[config.mk]
export PLATFORM = sky130hd
export DESIGN_NAME = qsn_ctrl
export DESIGN_NICKNAME = d
export VERILOG_FILES = /design/src/rtl/core/qsn_pkg.sv /design/src/rtl/core/qsn_ctrl.sv
export SDC_FILE = /design/constraint.sdc
export NUM_CORES = 1
export LEC_CHECK = 0
export BUFFER_PORTS_ARGS = -buffer_cell sky130_fd_sc_hd__buf_4
export CAP_MARGIN = 20
export CORE_UTILIZATION = 59
export DETAILED_ROUTE_END_ITERATION = 8
export GPL_TIMING_DRIVEN = 0
export PLACE_DENSITY = 0.89
export SLEW_MARGIN = 20
export SYNTH_ARGS = -nofsm -noshare
export SYNTH_HDL_FRONTEND = slang
export SYNTH_SLANG_ARGS = --single-unit
[constraint.sdc]
create_clock -name clk -period 2.84 [get_ports clk]
set_input_delay 0.426 -clock clk [delete_from_list [all_inputs] [get_ports clk]]
set_output_delay 0.426 -clock clk [all_outputs]
set_load 0.05 [all_outputs]
[src/rtl/core/qsn_pkg.sv]
package qsn_pkg;

  localparam int DIV_W  = 35;
  localparam int SPAN_W = 15;

  localparam logic signed [31:0] PEAK_POTENTIAL = 32'sd2293760;

  localparam logic signed [31:0] RATE_RESET   = 32'sd1966;
  localparam logic signed [31:0] SENS_RESET   = -32'sd131072;
  localparam logic signed [31:0] VRESET_RESET = -32'sd3276800;
  localparam logic signed [31:0] INCR_RESET   = 32'sd6553600;
  localparam logic signed [31:0] GAIN_RESET   = 32'sd45875;
  localparam logic signed [31:0] REST_RESET   = -32'sd3932160;
  localparam logic signed [31:0] THR_RESET    = -32'sd2621440;
  localparam logic [SPAN_W-1:0]  SPAN_RESET   = 15'd1;

  localparam logic [2:0] REG_RATE   = 3'd0;
  localparam logic [2:0] REG_SENS   = 3'd1;
  localparam logic [2:0] REG_VRESET = 3'd2;
  localparam logic [2:0] REG_INCR   = 3'd3;
  localparam logic [2:0] REG_GAIN   = 3'd4;
  localparam logic [2:0] REG_REST   = 3'd5;
  localparam logic [2:0] REG_THR    = 3'd6;
  localparam logic [2:0] REG_SPAN   = 3'd7;

  typedef enum logic [1:0] {
    MODE_EULER   = 2'd0,
    MODE_RK4     = 2'd1,
    MODE_COUNTS  = 2'd2,
    MODE_RESTART = 2'd3
  } mode_t;

  typedef enum logic [4:0] {
    OP_NONE, OP_LOAD, OP_MOD, OP_NOISE, OP_MUL_K, OP_MUL_Q, OP_MUL_B, OP_MUL_A,
    OP_SAT, OP_FA, OP_EULER_V, OP_EULER_U, OP_ACC, OP_DIV_V, OP_APPLY_V,
    OP_DIV_U, OP_APPLY_U, OP_SPIKE, OP_RESTART, OP_OUT, OP_OUT_CLEAR
  } dp_op_t;

  typedef struct packed {
    dp_op_t     op;
    logic [1:0] stage;
  } dp_cmd_t;

  typedef struct packed {
    logic div_done;
  } dp_stat_t;

  typedef struct packed {
    logic signed [31:0] recovery_rate;
    logic signed [31:0] recovery_sensitivity;
    logic signed [31:0] reset_potential;
    logic signed [31:0] reset_increment;
    logic signed [31:0] quadratic_gain;
    logic signed [31:0] rest_potential;
    logic signed [31:0] threshold_potential;
    logic [SPAN_W-1:0]  noise_span;
  } cfg_t;

  function automatic logic signed [31:0] sat32(input logic signed [63:0] x);
    logic signed [31:0] r;
    if (x > 64'sd2147483647) begin
      r = 32'sh7fffffff;
    end else if (x < -64'sd2147483648) begin
      r = 32'sh80000000;
    end else begin
      r = x[31:0];
    end
    return r;
  endfunction

  function automatic logic [31:0] inc_sat(input logic [31:0] x);
    return (x == 32'hffffffff) ? x : x + 32'd1;
  endfunction

endpackage

[src/rtl/core/qsn_ctrl.sv]
module qsn_ctrl
  import qsn_pkg::*;
(
  input  logic       clk,
  input  logic       rst_n,
  input  logic       in_valid,
  output logic       in_ready,
  input  logic [1:0] in_mode,
  output logic       out_valid,
  input  logic       out_ready,
  output dp_cmd_t    cmd,
  input  dp_stat_t   stat
);

  typedef enum logic [4:0] {
    S_IDLE, S_MOD, S_MOD_WAIT, S_NOISE, S_MUL_K, S_SAT_K, S_MUL_Q, S_SAT_Q, S_FA,
    S_EULER_V, S_MUL_B, S_SAT_B, S_MUL_A, S_SAT_A, S_EULER_U, S_ACC, S_DIV_V,
    S_DIV_V_WAIT, S_APPLY_V, S_DIV_U, S_DIV_U_WAIT, S_APPLY_U, S_SPIKE, S_RESTART,
    S_OUT
  } state_t;

  state_t     state_r;
  mode_t      mode_r;
  logic [1:0] stage_r;
  logic       out_valid_r;
  logic       out_free;
  logic       euler;

  assign out_free  = !out_valid_r || out_ready;
  assign euler     = (mode_r == MODE_EULER);
  assign in_ready  = (state_r == S_IDLE);
  assign out_valid = out_valid_r;

  always_comb begin
    cmd.stage = stage_r;
    unique case (state_r)
      S_IDLE:       cmd.op = in_valid ? OP_LOAD : OP_NONE;
      S_MOD:        cmd.op = OP_MOD;
      S_NOISE:      cmd.op = OP_NOISE;
      S_MUL_K:      cmd.op = OP_MUL_K;
      S_MUL_Q:      cmd.op = OP_MUL_Q;
      S_MUL_B:      cmd.op = OP_MUL_B;
      S_MUL_A:      cmd.op = OP_MUL_A;
      S_SAT_K, S_SAT_Q, S_SAT_B, S_SAT_A: cmd.op = OP_SAT;
      S_FA:         cmd.op = OP_FA;
      S_EULER_V:    cmd.op = OP_EULER_V;
      S_EULER_U:    cmd.op = OP_EULER_U;
      S_ACC:        cmd.op = OP_ACC;
      S_DIV_V:      cmd.op = OP_DIV_V;
      S_APPLY_V:    cmd.op = OP_APPLY_V;
      S_DIV_U:      cmd.op = OP_DIV_U;
      S_APPLY_U:    cmd.op = OP_APPLY_U;
      S_SPIKE:      cmd.op = OP_SPIKE;
      S_RESTART:    cmd.op = OP_RESTART;
      S_OUT: begin
        if (!out_free) begin
          cmd.op = OP_NONE;
        end else begin
          cmd.op = (mode_r == MODE_COUNTS) ? OP_OUT_CLEAR : OP_OUT;
        end
      end
      default:      cmd.op = OP_NONE;
    endcase
  end

  always_ff @(posedge clk) begin
    if (!rst_n) begin
      state_r     <= S_IDLE;
      mode_r      <= MODE_EULER;
      stage_r     <= '0;
      out_valid_r <= 1'b0;
    end else begin
      if (out_valid_r && out_ready && (state_r != S_OUT)) begin
        out_valid_r <= 1'b0;
      end
      unique case (state_r)
        S_IDLE: begin
          if (in_valid) begin
            mode_r  <= mode_t'(in_mode);
            stage_r <= '0;
            unique case (mode_t'(in_mode))
              MODE_EULER, MODE_RK4: state_r <= S_MOD;
              MODE_COUNTS:          state_r <= S_OUT;
              MODE_RESTART:         state_r <= S_RESTART;
              default:              state_r <= S_OUT;
            endcase
          end
        end
        S_MOD:      state_r <= S_MOD_WAIT;
        S_MOD_WAIT: if (stat.div_done) state_r <= S_NOISE;
        S_NOISE:    state_r <= S_MUL_K;
        S_MUL_K:    state_r <= S_SAT_K;
        S_SAT_K:    state_r <= S_MUL_Q;
        S_MUL_Q:    state_r <= S_SAT_Q;
        S_SAT_Q:    state_r <= S_FA;
        S_FA:       state_r <= euler ? S_EULER_V : S_MUL_B;
        S_EULER_V:  state_r <= S_MUL_B;
        S_MUL_B:    state_r <= S_SAT_B;
        S_SAT_B:    state_r <= S_MUL_A;
        S_MUL_A:    state_r <= S_SAT_A;
        S_SAT_A:    state_r <= euler ? S_EULER_U : S_ACC;
        S_EULER_U:  state_r <= S_SPIKE;
        S_ACC: begin
          if (stage_r == 2'd3) begin
            state_r <= S_DIV_V;
          end else begin
            stage_r <= stage_r + 2'd1;
            state_r <= S_MOD;
          end
        end
        S_DIV_V:      state_r <= S_DIV_V_WAIT;
        S_DIV_V_WAIT: if (stat.div_done) state_r <= S_APPLY_V;
        S_APPLY_V:    state_r <= S_DIV_U;
        S_DIV_U:      state_r <= S_DIV_U_WAIT;
        S_DIV_U_WAIT: if (stat.div_done) state_r <= S_APPLY_U;
        S_APPLY_U:    state_r <= S_SPIKE;
        S_SPIKE:      state_r <= S_OUT;
        S_RESTART:    state_r <= S_OUT;
        S_OUT: begin
          if (out_free) begin
            out_valid_r <= 1'b1;
            state_r     <= S_IDLE;
          end
        end
        default: state_r <= S_IDLE;
      endcase
    end
  end

  a_done_in_wait: assert property (@(posedge clk) disable iff (!rst_n)
    stat.div_done |-> (state_r == S_MOD_WAIT || state_r == S_DIV_V_WAIT ||
                       state_r == S_DIV_U_WAIT))
    else $error("divider finished outside a wait state");

  a_accept_leaves_idle: assert property (@(posedge clk) disable iff (!rst_n)
    (state_r == S_IDLE && in_valid) |=> (state_r != S_IDLE))
    else $error("accepted transaction did not start");

  a_hold_on_stall: assert property (@(posedge clk) disable iff (!rst_n)
    (state_r == S_OUT && out_valid_r && !out_ready) |=> (state_r == S_OUT && out_valid_r))
    else $error("result overwritten while receiver stalls");

endmodule

==> flow_summary.yaml <==
outcome:
  outcome: "finished with violations"
  violated_checks: "design-rule violations"
worst_setup_path:
  criticalPathCategory: "flip-flop to output pin"
  worstPathRequired_ns: 2.41
  biggest_fanout_along_the_worst_timing_path: 10
  timing.critical_path.from_type: "flip-flop"
  arrival_ns: 1.96
  crit_path_end_kind: "output pin"
clock_network:
  clk_transition_reported_paths_ns: 0.07
  cts-root-buf: "clkbuf_4"
  ctsHtreeMaxLevel: 1
  cts_hold_repair.buffers: 0
  clock_buffers_created_by_tritoncts: 3
  clkLatencyLatePin_ns: 0.27
  ctsResizeCount: 0
  cts_setup_buffers: 0
  cts_num_sinks: 10
  deepest_clock_path_buffer_count: 2
  cts_tree: "built"
synth:
  avgSynthCellArea_um2: 7.01
  syn-cell-area_um2: 946
  synth-edff-count: 0
  netlist_instances: 135
  post_synth_num_cell_types: 46
  ys_async_sr_fraction_pct: 0
  ys_warnings: 0
  synthesis.nets: 143
  yosys_most_used_dff: "dfxtp_1"
  yosysSeqAreaShare_pct: 21.2
  yosys_register_bits: 10
final_layout:
  fill_cells: 126
  most-common-layout-cells: "buf_4 (18), nor2_1 (14), a21oi_1 (10), dfxtp_1 (10), nor2b_1 (9)"
  final_cells: 170
  layout-drive-gt1-share_pct: 21.4
  multiInputGateArea_um2: 664
  diodes: 0
  flow.area_growth_from_synthesis_pct: 17.9
  num-nets-final: 163
  mostFrequentLayoutCell: "buf_4"
  seq_area_um2: 200
power:
  internal_power_uw: 549
  leakage_nw: 0.458
  total_switching_power_uw: 659
  power_density_nw_per_um2: 1080
  p_clk_share_pct: 10.9
  combinational_share_of_power_pct: 72.7
  irDropWorstVdd_mv: 0.599
  switching_share_pct: 54.6
  sequential_share_of_power_pct: 16.3
routing:
  detail_route.wl_per_cell_um: 15.7
  detail_route.first_pass.iterations: 6
  detail_route.vias_per_cell: 6.51
  route.final.wire_length_um: 2660
  drc_errors: 1
  drt.antenna.violating_nets: 0
  detailedRoute.firstIterationViolations: 72
  total_via_count_after_detailed_routing: 1106
die:
  die_height_um: 42.0
  floorplan.initialDensity_pct: 62.8
  number_of_placement_rows: 14
  io_pins: 16
  die_extent_in_x_um: 42.0
  dieArea_um2: 1770
  design.core.area_um2: 1510
placed_design:
  dpl.hpwl_um: 1920
  routabilityCongestion: 1.02
  dpl.cell_count: 166
  buffer_ports.inserted: 15
grt:
  grt_util_all_layers_pct: 32.7
  number_of_antenna_violations_at_the_first_check_in_global_routing: 0
  grt-ovfl-total: 0
  largest_net_degree_at_the_start_of_global_routing: 11
  global_route_wire_length_before_repair_um: 4480
  grt_pass1_vias: 1001
sta:
  layout_min_cycle_time_ns: 2.39
  clock-skew-final_ns: 0.00358
  final_total_negative_setup_slack_ns: 0
  rsz0062_at_grt: "no"
  final-max-slew-violation-count: 0
  report.final.setup_viol: 0
  relSlewSlack_pct: 68.2
  maxClockFrequency_mhz: 419
  final_hold_viol_count: 0
  tightest_slew_ns: 0.476
  final.period_utilization_pct: 84.1
worst_hold_path:
  classification_of_the_worst_slack_hold_path: "input port to flip-flop"
job:
  max_cap_violations: 0
## routing by layer
layer	vias up	GRT usage [%]	share of wire (%)
li1	532	-	-
met5	-	0	0
met4	0	18.1	1.5
met2	73	51.6	45
met3	6	1.72	8.5
met1	495	45.0	45
## power by group through the flow
| stage | clock, mW | combinational, mW | sequential (mW) |
|---|---|---|---|
| after floorplan | 0 | 0.664 | 0.192 |
| after global placement | 0 | 0.853 | 0.197 |
| after detailed placement | 0 | 0.859 | 0.198 |
| after CTS | 0.136 | 0.860 | 0.195 |
| after global routing | 0.138 | 0.938 | 0.200 |
| final | 0.132 | 0.879 | 0.197 |
## stage by stage
step	hold slack [ns]	cell area, um2	utilization [%]	total power [mW]	setup WS, ns
2_1_floorplan	0.524	946	-	0.857	0.394
3_3_place_gp	0.480	1080	71.6	1.05	0.801
3_5_place_dp	0.481	1080	71.6	1.06	0.799
4_1_cts	0.432	1110	74.0	1.19	0.495
5_1_grt	0.457	1110	74.0	1.28	0.377
6_report	0.443	1110	74.0	1.21	0.452
## Yosys cell counts (all sizes together) (4+ instances only)
cell type	number	area share [%]
inv	4	1.6
o21ai	7	3.7
a21oi	11	6.2
nor2b	9	6.0
nor2	14	5.6
nand2b	5	3.3
buf	9	6.2
nand2	9	3.8
o22ai	4	2.6
nand3	7	4.2
dfxtp	10	21
nor3	6	3.2
## cell type report
class / instances / area share [%]
sequential: 10 / 18.0
tap: 16 / 1.80
multi-input combinational: 110 / 59.6
timing repair buffer: 15 / 10.1
clock buffer: 4 / 3.25
inverter: 4 / 1.35
buffer: 11 / 5.95
## path summary, 6_finish.rpt
path / from / to / slack [ns] / depth (start not counted)
hold reg to reg: stage_r[1] / stage_r[1] / 0.49 / 2
setup / recovery: state_r[4] / cmd[3] / 0.45 / 5
setup reg to reg: state_r[2] / stage_r[0] / 1.26 / 6
hold / removal: in_mode[1] / mode_r[1] / 0.44 / 3
## flip-flops by register name, summed over array words and instances, names as in the netlist
register   count
out_valid      1
stage_r        2
mode_r         2
state_r        5
## worst max-delay path, stage by stage (launching register included)
cell	delay [ns]
dfxtp_1	0.44
clkbuf_1	0.38
buf_2	0.30
o22ai_1	0.11
or2_2	0.27
buf_4	0.19
## cell families (layout without fill, tap and decap cells)
kind of cell / after synthesis / count (layout) / synth area share, %
xor+xnor: 1 / 1 / 0.926
compound gates: 39 / 39 / 26.7
flops: 10 / 10 / 21.2
fa+ha+maj: 1 / 1 / 1.32
buf+inv: 15 / 34 / 8.60
mux: 3 / 3 / 3.17
simple gates: 66 / 66 / 38.1
Note: power is estimated with default switching activity, not from simulation.
